--- src/sv/wfps_pkg.sv ---
// Package for the wall-follow PID steering block.
// Holds field widths, register indexes, register reset values and sizing constants.
// No dependencies.
package wfps_pkg;

    // Sizing of the state and of the IR sweep
    localparam int SUM_WIDTH  = 16;
    localparam int IR_SAMPLES = 20;

    // Transaction field widths
    localparam int DIST_W  = 9;
    localparam int IR_W    = 5;
    localparam int SPEED_W = 9;

    // Configuration port
    localparam int CFG_INDEX_W = 3;
    localparam int CFG_DATA_W  = 8;

    // Register field widths
    localparam int SET_POINT_W = 5;
    localparam int GAIN_W      = 7;
    localparam int BASE_W      = 8;
    localparam int STOP_W      = 8;
    localparam int LIMIT_W     = 7;

    // Datapath widths
    localparam int ERR_W      = 6;
    localparam int DIFF_W     = ERR_W + 1;
    localparam int P_TERM_W   = GAIN_W + ERR_W;
    localparam int I_TERM_W   = GAIN_W + SUM_WIDTH;
    localparam int D_TERM_W   = GAIN_W + DIFF_W;
    localparam int CORR_SUM_W = I_TERM_W + 1;
    localparam int CORR_W     = LIMIT_W + 1;

    // Register indexes
    localparam logic [CFG_INDEX_W-1:0] REG_SET_POINT        = 3'd0;
    localparam logic [CFG_INDEX_W-1:0] REG_GAIN_P           = 3'd1;
    localparam logic [CFG_INDEX_W-1:0] REG_GAIN_I           = 3'd2;
    localparam logic [CFG_INDEX_W-1:0] REG_GAIN_D           = 3'd3;
    localparam logic [CFG_INDEX_W-1:0] REG_BASE_SPEED       = 3'd4;
    localparam logic [CFG_INDEX_W-1:0] REG_STOP_DISTANCE    = 3'd5;
    localparam logic [CFG_INDEX_W-1:0] REG_CORRECTION_LIMIT = 3'd6;

    // Register reset values
    localparam logic [SET_POINT_W-1:0]   RST_SET_POINT        = 5'd12;
    localparam logic signed [GAIN_W-1:0] RST_GAIN_P           = -7'sd8;
    localparam logic signed [GAIN_W-1:0] RST_GAIN_I           = -7'sd3;
    localparam logic signed [GAIN_W-1:0] RST_GAIN_D           = -7'sd3;
    localparam logic [BASE_W-1:0]        RST_BASE_SPEED       = 8'd86;
    localparam logic [STOP_W-1:0]        RST_STOP_DISTANCE    = 8'd5;
    localparam logic [LIMIT_W-1:0]       RST_CORRECTION_LIMIT = 7'd30;

endpackage

--- src/sv/wfps_if.sv ---
// Channel interfaces for the wall-follow PID steering block.
// Sensor tick channel and wheel drive channel; widths from wfps_pkg.
interface wfps_tick_if;
    logic                         valid;
    logic                         ready;
    logic [wfps_pkg::DIST_W-1:0]  front_distance;
    logic [wfps_pkg::IR_W-1:0]    ir_count;

    modport source (output valid, output front_distance, output ir_count, input ready);
    modport sink   (input valid, input front_distance, input ir_count, output ready);
endinterface

interface wfps_drive_if;
    logic                               valid;
    logic                               ready;
    logic signed [wfps_pkg::SPEED_W-1:0] left_speed;
    logic signed [wfps_pkg::SPEED_W-1:0] right_speed;
    logic                               stopped;

    modport source (output valid, output left_speed, output right_speed, output stopped,
                    input ready);
    modport sink   (input valid, input left_speed, input right_speed, input stopped,
                    output ready);
endinterface

--- src/sv/wall_follow_pid_steering.sv ---
// Wall-follow PID steering: one control tick in, one pair of wheel commands out.
// Depends on wfps_pkg and the channel interfaces in wfps_if.sv.
//
//   channel   dir  fields                                  handshake
//   tick      in   front_distance[9], ir_count[5]          valid/ready
//   drive     out  left_speed[9] s, right_speed[9] s,      valid/ready
//                  stopped[1]
//   write_*   in   write_index[3], write_data[8]           write_en, no wait
//
// Three register stages: input, PID terms, wheel commands. A tick passes through
// them in that order to drive; a new tick is taken every cycle unless drive.ready
// is low with all three stages full. last_error and error_sum update in the input
// stage as its tick advances, so each tick sees the PID state left by the one before.
// Reset clears the pipeline, the PID state and restores the register defaults.
// drive.ready low holds only full stages; tick.ready drops only when all are full.
module wall_follow_pid_steering
(
    input  logic                              clk,
    input  logic                              rst_n,
    wfps_tick_if.sink                         tick,
    wfps_drive_if.source                      drive,
    input  logic                              write_en,
    input  logic [wfps_pkg::CFG_INDEX_W-1:0]  write_index,
    input  logic [wfps_pkg::CFG_DATA_W-1:0]   write_data
);

    localparam logic signed [wfps_pkg::SUM_WIDTH-1:0] SUM_MAX =
        {1'b0, {(wfps_pkg::SUM_WIDTH-1){1'b1}}};
    localparam logic signed [wfps_pkg::SUM_WIDTH-1:0] SUM_MIN =
        {1'b1, {(wfps_pkg::SUM_WIDTH-1){1'b0}}};
    localparam logic signed [wfps_pkg::SPEED_W-1:0] SPEED_MAX =
        {1'b0, {(wfps_pkg::SPEED_W-1){1'b1}}};
    localparam logic signed [wfps_pkg::SPEED_W-1:0] SPEED_MIN =
        {1'b1, {(wfps_pkg::SPEED_W-1){1'b0}}};
    localparam logic [wfps_pkg::IR_W-1:0] IR_MAX = wfps_pkg::IR_W'(wfps_pkg::IR_SAMPLES);

    typedef struct packed {
        logic                                  stop;
        logic                                  err_neg;
        logic                                  err_zero;
        logic signed [wfps_pkg::P_TERM_W-1:0]  p_term;
        logic signed [wfps_pkg::I_TERM_W-1:0]  i_term;
        logic signed [wfps_pkg::D_TERM_W-1:0]  d_term;
    } terms_t;

    // Saturate a one-bit-wider sum to the wheel command range
    function automatic logic signed [wfps_pkg::SPEED_W-1:0] sat_speed(
        input logic signed [wfps_pkg::SPEED_W:0] v);
        logic signed [wfps_pkg::SPEED_W-1:0] r;
        if (v[wfps_pkg::SPEED_W] != v[wfps_pkg::SPEED_W-1])
            r = v[wfps_pkg::SPEED_W] ? SPEED_MIN : SPEED_MAX;
        else
            r = v[wfps_pkg::SPEED_W-1:0];
        return r;
    endfunction

    // Configuration registers
    logic [wfps_pkg::SET_POINT_W-1:0]   set_point_reg;
    logic signed [wfps_pkg::GAIN_W-1:0] gain_p_reg;
    logic signed [wfps_pkg::GAIN_W-1:0] gain_i_reg;
    logic signed [wfps_pkg::GAIN_W-1:0] gain_d_reg;
    logic [wfps_pkg::BASE_W-1:0]        base_speed_reg;
    logic [wfps_pkg::STOP_W-1:0]        stop_distance_reg;
    logic [wfps_pkg::LIMIT_W-1:0]       correction_limit_reg;

    // PID state
    logic signed [wfps_pkg::ERR_W-1:0]     last_error_reg;
    logic signed [wfps_pkg::ERR_W-1:0]     last_error_next;
    logic signed [wfps_pkg::SUM_WIDTH-1:0] error_sum_reg;
    logic signed [wfps_pkg::SUM_WIDTH-1:0] error_sum_next;

    // Pipeline registers
    logic                           v0_reg;
    logic [wfps_pkg::DIST_W-1:0]    dist0_reg;
    logic [wfps_pkg::IR_W-1:0]      ir0_reg;
    logic                           v1_reg;
    terms_t                         terms1_reg;
    terms_t                         terms1_next;
    logic                           v2_reg;
    logic signed [wfps_pkg::SPEED_W-1:0] left2_reg;
    logic signed [wfps_pkg::SPEED_W-1:0] left2_next;
    logic signed [wfps_pkg::SPEED_W-1:0] right2_reg;
    logic signed [wfps_pkg::SPEED_W-1:0] right2_next;
    logic                           stop2_reg;

    // Stage enables
    logic en0;
    logic en1;
    logic en2;
    logic adv0;

    // Stage A signals
    logic                                  stop_a;
    logic [wfps_pkg::IR_W-1:0]             ir_sat_a;
    logic signed [wfps_pkg::ERR_W-1:0]     err_a;
    logic                                  err_pos_a;
    logic                                  err_neg_a;
    logic                                  last_pos_a;
    logic                                  last_neg_a;
    logic                                  clear_a;
    logic signed [wfps_pkg::SUM_WIDTH-1:0] sum_cur_a;
    logic signed [wfps_pkg::SUM_WIDTH:0]   sum_wide_a;
    logic signed [wfps_pkg::SUM_WIDTH-1:0] sum_sat_a;
    logic signed [wfps_pkg::DIFF_W-1:0]    diff_a;

    // Stage B signals
    logic signed [wfps_pkg::CORR_SUM_W-1:0] corr_sum_b;
    logic signed [wfps_pkg::CORR_SUM_W-1:0] lim_b;
    logic signed [wfps_pkg::CORR_SUM_W-1:0] corr_clamp_b;
    logic signed [wfps_pkg::CORR_W-1:0]     corr_b;
    logic signed [wfps_pkg::SPEED_W:0]      base_b;
    logic signed [wfps_pkg::SPEED_W:0]      left_wide_b;
    logic signed [wfps_pkg::SPEED_W:0]      right_wide_b;

    // Handshake: each stage loads when empty or when the next one loads
    assign en2  = !v2_reg || drive.ready;
    assign en1  = !v1_reg || en2;
    assign en0  = !v0_reg || en1;
    assign adv0 = v0_reg && en1;

    assign tick.ready        = en0;
    assign drive.valid       = v2_reg;
    assign drive.left_speed  = left2_reg;
    assign drive.right_speed = right2_reg;
    assign drive.stopped     = stop2_reg;

    // Write configuration registers
    always_ff @(posedge clk or negedge rst_n)
    begin
        if (!rst_n)
        begin
            set_point_reg        <= wfps_pkg::RST_SET_POINT;
            gain_p_reg           <= wfps_pkg::RST_GAIN_P;
            gain_i_reg           <= wfps_pkg::RST_GAIN_I;
            gain_d_reg           <= wfps_pkg::RST_GAIN_D;
            base_speed_reg       <= wfps_pkg::RST_BASE_SPEED;
            stop_distance_reg    <= wfps_pkg::RST_STOP_DISTANCE;
            correction_limit_reg <= wfps_pkg::RST_CORRECTION_LIMIT;
        end
        else if (write_en)
        begin
            unique case (write_index)
                wfps_pkg::REG_SET_POINT:
                    set_point_reg <= write_data[wfps_pkg::SET_POINT_W-1:0];
                wfps_pkg::REG_GAIN_P:
                    gain_p_reg <= write_data[wfps_pkg::GAIN_W-1:0];
                wfps_pkg::REG_GAIN_I:
                    gain_i_reg <= write_data[wfps_pkg::GAIN_W-1:0];
                wfps_pkg::REG_GAIN_D:
                    gain_d_reg <= write_data[wfps_pkg::GAIN_W-1:0];
                wfps_pkg::REG_BASE_SPEED:
                    base_speed_reg <= write_data[wfps_pkg::BASE_W-1:0];
                wfps_pkg::REG_STOP_DISTANCE:
                    stop_distance_reg <= write_data[wfps_pkg::STOP_W-1:0];
                wfps_pkg::REG_CORRECTION_LIMIT:
                    correction_limit_reg <= write_data[wfps_pkg::LIMIT_W-1:0];
                default:
                    ;
            endcase
        end
    end

    // Stage A: error, sign-change clear, integral update and PID products
    always_comb
    begin
        stop_a    = dist0_reg <= {1'b0, stop_distance_reg};
        ir_sat_a  = (ir0_reg > IR_MAX) ? IR_MAX : ir0_reg;
        err_a     = $signed({1'b0, set_point_reg}) - $signed({1'b0, ir_sat_a});
        err_neg_a = err_a[wfps_pkg::ERR_W-1];
        err_pos_a = !err_neg_a && (err_a != '0);
        last_neg_a = last_error_reg[wfps_pkg::ERR_W-1];
        last_pos_a = !last_neg_a && (last_error_reg != '0);
        clear_a   = (last_pos_a && !err_pos_a) || (last_neg_a && !err_neg_a);
        sum_cur_a = clear_a ? '0 : error_sum_reg;
        diff_a    = wfps_pkg::DIFF_W'(err_a) - wfps_pkg::DIFF_W'(last_error_reg);

        // Saturating accumulate
        sum_wide_a = (wfps_pkg::SUM_WIDTH+1)'(sum_cur_a) + (wfps_pkg::SUM_WIDTH+1)'(err_a);
        if (sum_wide_a[wfps_pkg::SUM_WIDTH] != sum_wide_a[wfps_pkg::SUM_WIDTH-1])
            sum_sat_a = sum_wide_a[wfps_pkg::SUM_WIDTH] ? SUM_MIN : SUM_MAX;
        else
            sum_sat_a = sum_wide_a[wfps_pkg::SUM_WIDTH-1:0];

        // Hold the state on a stopped tick; a zero error does not accumulate
        last_error_next = last_error_reg;
        error_sum_next  = error_sum_reg;
        if (adv0 && !stop_a)
        begin
            last_error_next = err_a;
            error_sum_next  = (err_a == '0) ? sum_cur_a : sum_sat_a;
        end

        terms1_next.stop     = stop_a;
        terms1_next.err_neg  = err_neg_a;
        terms1_next.err_zero = (err_a == '0);
        terms1_next.p_term   = wfps_pkg::P_TERM_W'(gain_p_reg) * wfps_pkg::P_TERM_W'(err_a);
        terms1_next.i_term   = wfps_pkg::I_TERM_W'(gain_i_reg) * wfps_pkg::I_TERM_W'(sum_cur_a);
        terms1_next.d_term   = wfps_pkg::D_TERM_W'(gain_d_reg) * wfps_pkg::D_TERM_W'(diff_a);
    end

    // Stage B: sum, clamp and steer one wheel
    always_comb
    begin
        corr_sum_b = wfps_pkg::CORR_SUM_W'(terms1_reg.p_term)
                   + wfps_pkg::CORR_SUM_W'(terms1_reg.i_term)
                   + wfps_pkg::CORR_SUM_W'(terms1_reg.d_term);
        lim_b = $signed({{(wfps_pkg::CORR_SUM_W-wfps_pkg::LIMIT_W){1'b0}},
                         correction_limit_reg});
        if (corr_sum_b > lim_b)
            corr_clamp_b = lim_b;
        else if (corr_sum_b < -lim_b)
            corr_clamp_b = -lim_b;
        else
            corr_clamp_b = corr_sum_b;
        corr_b = corr_clamp_b[wfps_pkg::CORR_W-1:0];

        base_b       = $signed({2'b00, base_speed_reg});
        left_wide_b  = base_b - (wfps_pkg::SPEED_W+1)'(corr_b);
        right_wide_b = base_b + (wfps_pkg::SPEED_W+1)'(corr_b);

        if (terms1_reg.stop)
        begin
            left2_next  = '0;
            right2_next = '0;
        end
        else if (terms1_reg.err_zero)
        begin
            left2_next  = base_b[wfps_pkg::SPEED_W-1:0];
            right2_next = base_b[wfps_pkg::SPEED_W-1:0];
        end
        else if (terms1_reg.err_neg)
        begin
            left2_next  = sat_speed(left_wide_b);
            right2_next = base_b[wfps_pkg::SPEED_W-1:0];
        end
        else
        begin
            left2_next  = base_b[wfps_pkg::SPEED_W-1:0];
            right2_next = sat_speed(right_wide_b);
        end
    end

    // Control state: valid bits and PID state
    always_ff @(posedge clk or negedge rst_n)
    begin
        if (!rst_n)
        begin
            v0_reg         <= 1'b0;
            v1_reg         <= 1'b0;
            v2_reg         <= 1'b0;
            last_error_reg <= '0;
            error_sum_reg  <= '0;
        end
        else
        begin
            if (en0)
                v0_reg <= tick.valid;
            if (en1)
                v1_reg <= v0_reg;
            if (en2)
                v2_reg <= v1_reg;
            last_error_reg <= last_error_next;
            error_sum_reg  <= error_sum_next;
        end
    end

    // Payload registers: advance with their stage
    always_ff @(posedge clk)
    begin
        if (en0 && tick.valid)
        begin
            dist0_reg <= tick.front_distance;
            ir0_reg   <= tick.ir_count;
        end
        if (adv0)
            terms1_reg <= terms1_next;
        if (en2 && v1_reg)
        begin
            left2_reg  <= left2_next;
            right2_reg <= right2_next;
            stop2_reg  <= terms1_reg.stop;
        end
    end

endmodule

--- src/flat_wrapper.sv ---
// flat-port wrapper written by rule: the top's interface ports become plain ports
module wall_follow_pid_steering_flat 
  (clk, rst_n, write_en, write_index, write_data, tick_valid, tick_front_distance, tick_ir_count, tick_ready, drive_valid, drive_left_speed, drive_right_speed, drive_stopped, drive_ready);
  wfps_tick_if tick_i ();
  wfps_drive_if drive_i ();
  input  logic clk;
  input  logic rst_n;
  input  logic write_en;
  input  logic [wfps_pkg::CFG_INDEX_W-1:0] write_index;
  input  logic [wfps_pkg::CFG_DATA_W-1:0] write_data;
  input wire logic [$bits(tick_i.valid)-1:0] tick_valid;
  input wire logic [$bits(tick_i.front_distance)-1:0] tick_front_distance;
  input wire logic [$bits(tick_i.ir_count)-1:0] tick_ir_count;
  output wire logic [$bits(tick_i.ready)-1:0] tick_ready;
  output wire logic [$bits(drive_i.valid)-1:0] drive_valid;
  output wire logic [$bits(drive_i.left_speed)-1:0] drive_left_speed;
  output wire logic [$bits(drive_i.right_speed)-1:0] drive_right_speed;
  output wire logic [$bits(drive_i.stopped)-1:0] drive_stopped;
  input wire logic [$bits(drive_i.ready)-1:0] drive_ready;
  assign tick_i.valid = tick_valid;
  assign tick_i.front_distance = tick_front_distance;
  assign tick_i.ir_count = tick_ir_count;
  assign tick_ready = tick_i.ready;
  assign drive_valid = drive_i.valid;
  assign drive_left_speed = drive_i.left_speed;
  assign drive_right_speed = drive_i.right_speed;
  assign drive_stopped = drive_i.stopped;
  assign drive_i.ready = drive_ready;
  wall_follow_pid_steering u_core (.clk(clk), .rst_n(rst_n), .tick(tick_i), .drive(drive_i), .write_en(write_en), .write_index(write_index), .write_data(write_data));
endmodule
--- config.mk ---
export PLATFORM = sky130hd
export DESIGN_NAME = wall_follow_pid_steering_flat
export DESIGN_NICKNAME = d
export VERILOG_FILES = /design/src/sv/wfps_pkg.sv /design/src/sv/wfps_if.sv /design/src/sv/wall_follow_pid_steering.sv /design/src/flat_wrapper.sv
export SDC_FILE = /design/constraint.sdc
export NUM_CORES = 1
export LEC_CHECK = 0
export ABC_AREA = 1
export BUFFER_PORTS_ARGS = -buffer_cell sky130_fd_sc_hd__buf_2
export CORE_MARGIN = 4
export CORE_UTILIZATION = 35
export DETAILED_ROUTE_END_ITERATION = 7
export PLACE_DENSITY = 0.47
export SLEW_MARGIN = 5
export SYNTH_ARGS = -nofsm -noshare
export SYNTH_HDL_FRONTEND = slang
export SYNTH_SLANG_ARGS = --single-unit
--- constraint.sdc ---
create_clock -name clk -period 8.4 [get_ports clk]
set_input_delay 1.68 -clock clk [delete_from_list [all_inputs] [get_ports clk]]
set_output_delay 1.68 -clock clk [all_outputs]
set_load 0.02 [all_outputs]
==> metrics.md <==
| Metric | Value |
|---|---|
| Final Hold Violating Endpoints | `0` |
| P&R area growth vs syn | `9.16%` |
| Final Cycle Share | `0.913` |
| Critical Path RT | `around 8.6 ns` |
| Worst-path clk slew | `approximately 0.080 ns` |
| RSZ-0062 raised after global routing | `no` |
| Worst rel slew slack | `0.317` |
| Max FFs per register | `between 50 and 60` |
| M1 GR Usage | `0.229` |
| Share of the synthesized area in the top cell type | `0.202` |
| Largest net degree at the start of global routing | `54` |
| Status | `finished, final reports clean` |
| Gate Count Post-Synth | `2186` |
| H-tree lvl count | `4` |
| CP dominant cell by count | `inv_1` |
| WP data arrival | `slightly below 8 ns` |
| Grt met2 use | `0.296` |
| Most common cell in the netlist | `inv_1` |
| Global router's overall resource usage | `0.172` |
| EDFF count, synth | `86` |
| Top Usage Layer GRT | `met2` |
| PortBufs | `50` |
| Vias in the first global route | `approximately 14000` |
| Sequential area share after synthesis | `0.246` |
| Die footprint | `between 0.05 and 0.06 sq mm` |
| Die Ht | `about 240 um` |
| Core area | `a little over 0.05 sq mm` |
| Final Skew | `~0.02 ns` |
| Largest area contributor in the synthesized netlist | `fa_1` |
| Post-layout nets | `~2700` |
| Endpoints failing setup | `0` |
| Via count | `between 10000 and 15000` |
| Residual DRC | `0` |
| Total inserted antenna cells | `0` |
| Post-CTS Hold Buffers | `0` |
| DRT antenna net count | `0` |
| Min cycle time layout | `between 7 and 8 ns` |
| Total grt overflow | `0` |
| Cell Area, Synth | `between 0.015 and 0.02 sq mm` |
| Asr flop ratio synth | `0.463` |
| Met3 Track Usage GR | `0.0255` |
| Final Max Slew Viols | `0` |
| Slowest cell on the critical path | `fa_1` |
| CP Class | `reg2reg` |
| Critical Path Sink Type | `flop` |
| Setup TNS Final | `0 ns` |
| Syn Area/Cell | `between 8 and 9 sq um` |
| Max-cap violation count | `0` |
| Antenna violations before repair | `1` |
| Synthesis Warnings | `0` |
| Placer congestion estimate | `0.839` |
| Worst-path fanout max | `12` |
| Initial Utilization | `0.354` |
| TritonCTS Buffers | `17` |
| Total wire length | `45.5 mm` |
| Die X | `between 200 and 250 um` |
| First-pass GRT wire length | `roughly 77 mm` |
| TritonCTS clock tree | `built` |
| Row count | `83` |
| Seq cells post-synth | `160` |
| Worst-margin pin slew | `about 1.0 ns` |
| Synth area leaders | `fa_1 20%, edfxtp_1 14%, ha_1 14%, inv_1 9.0%, nand2_1 8.6%` |
| Fmax | `around 0.13 GHz` |
| Unique cell type count in the Yosys netlist | `46` |
| Clk buf depth | `2` |
| Syn Nets | `2604` |
| Layout cells sized above 1 | `0.0788` |
| Clk Tree Root Cell | `clkbuf_16` |
| Hold Crit Class | `reg2reg` |
| Iteration-0 DRC count of the detailed router | `~670` |
| Ports | `just over 50` |
| CTS sink count | `160` |
| Synth Flop Type | `edfxtp_1` |
| Avg WL per Cell | `~16 um` |
| Routed vias/inst | `roughly 4.8` |
| Drt first pass iters | `5` |
| Nature of the critical path startpoint | `flop` |
| Final HPWL DP | `37.7 mm` |
| Clock latency on the worst-skew pair | `around 0.48 ns` |
| CP max stage delay | `~0.55 ns` |
| Most frequent cells after synthesis | `437 x inv_1, 416 x nand2_1, 205 x ha_1` |
cells by family (layout without fill, tap and decap cells):
| family | Yosys count | count (layout) | share of synthesized area |
|---|---|---|---|
| compound gates | 309 | 309 | 0.0938 |
| xor+xnor | 94 | 94 | 0.0453 |
| fa+ha+maj | 388 | 388 | 0.343 |
| buf+inv | 480 | 540 | 0.100 |
| flops | 160 | 160 | 0.246 |
| simple gates | 755 | 755 | 0.172 |
cell usage in the layout, fill, tap and decap left out, types with 5 or more instances in the layout:
cell / instances
inv_2: 11
nand3_1: 67
edfxtp_1: 86
o31ai_1: 5
nor2_1: 197
o21bai_1: 10
o21a_1: 5
nand3b_1: 5
nand4_1: 14
nor2_2: 14
clkbuf_16: 18
inv_1: 436
fa_1: 183
dfrtp_1: 46
nand2_2: 10
o21ai_0: 118
ha_1: 205
a21oi_1: 119
a21oi_2: 10
o211ai_1: 10
o21ai_1: 5
o22ai_1: 12
a31oi_1: 7
dfstp_2: 28
nor3_1: 16
buf_4: 11
buf_2: 49
nand2_1: 415
xnor2_1: 31
inv_6: 5
xor2_1: 63
critical path, delay by kind of cell (launching register included):
kind | cells | cell delay, ns
fa+ha+maj | 7 | 3.04
compound gates | 8 | 1.63
simple gates | 12 | 1.60
buf+inv | 7 | 0.57
flops | 1 | 0.39
xor+xnor | 1 | 0.14
routing by layer:
layer | vias up | share of wire
li1 | 6989 | -
met1 | 6795 | 0.46
met2 | 183 | 0.49
met3 | 36 | 0.030
met4 | 0 | 0.018
met5 | - | 0
final timing paths:
path | start | endpoint | slack [ns] | cells after the start
setup reg to reg | u_core.ir0_reg[1]$_DFFE_PP_ | u_core.terms1_reg[36]$_DFFE_PP_ | 0.73 | 35
min in group asynchronous | rst_n | u_core.error_sum_reg[11]$_DFFE_PN0P_ | 1.15 | 1
max in group asynchronous | rst_n | u_core.base_speed_reg[0]$_DFFE_PN0P_ | 6.21 | 2
hold / removal | u_core.v1_reg$_DFFE_PN0P_ | u_core.drive.valid$_DFFE_PN0P_ | 0.49 | 2
hold reg to reg | u_core.v1_reg$_DFFE_PN0P_ | u_core.drive.valid$_DFFE_PN0P_ | 0.49 | 2
setup / recovery | u_core.ir0_reg[1]$_DFFE_PP_ | u_core.terms1_reg[36]$_DFFE_PP_ | 0.73 | 35
area by class of cell:
cell class / count / area [sq um]
Clock inverter: 13 / 135
Inverter: 447 / 1680
Sequential cell: 160 / 4470
Tap cell: 680 / 851
Fill cell: 5320 / 31500
Timing Repair Buffer: 61 / 348
Multi-Input combinational cell: 1546 / 11900
Clock buffer: 19 / 454
stage by stage:
step	setup slack (ns)	hold WS [ns]	cells	cell area, sq um	util
2_1_floorplan	1.20	0.433	2186	18200	-
4_1_cts	0.471	0.487	2924	19800	0.386
3_3_place_gp	0.593	0.471	2892	19200	0.374
3_5_place_dp	0.526	0.474	2892	19200	0.374
6_report	0.733	0.485	2926	19800	0.386
5_1_grt	0.00477	0.508	2926	19800	0.386
timing repair:
| action | CTS | global route |
|---|---|---|
| buffers inserted | 0 | 2 |
| endpoints found under the setup margin | 0 | 11 |
| hold endpoints to repair | 0 | 0 |
| resized for setup | 0 | 3 |
Power is not shown: default switching activity piles up to over one toggle a cycle in this logic, so the estimate is an artifact.
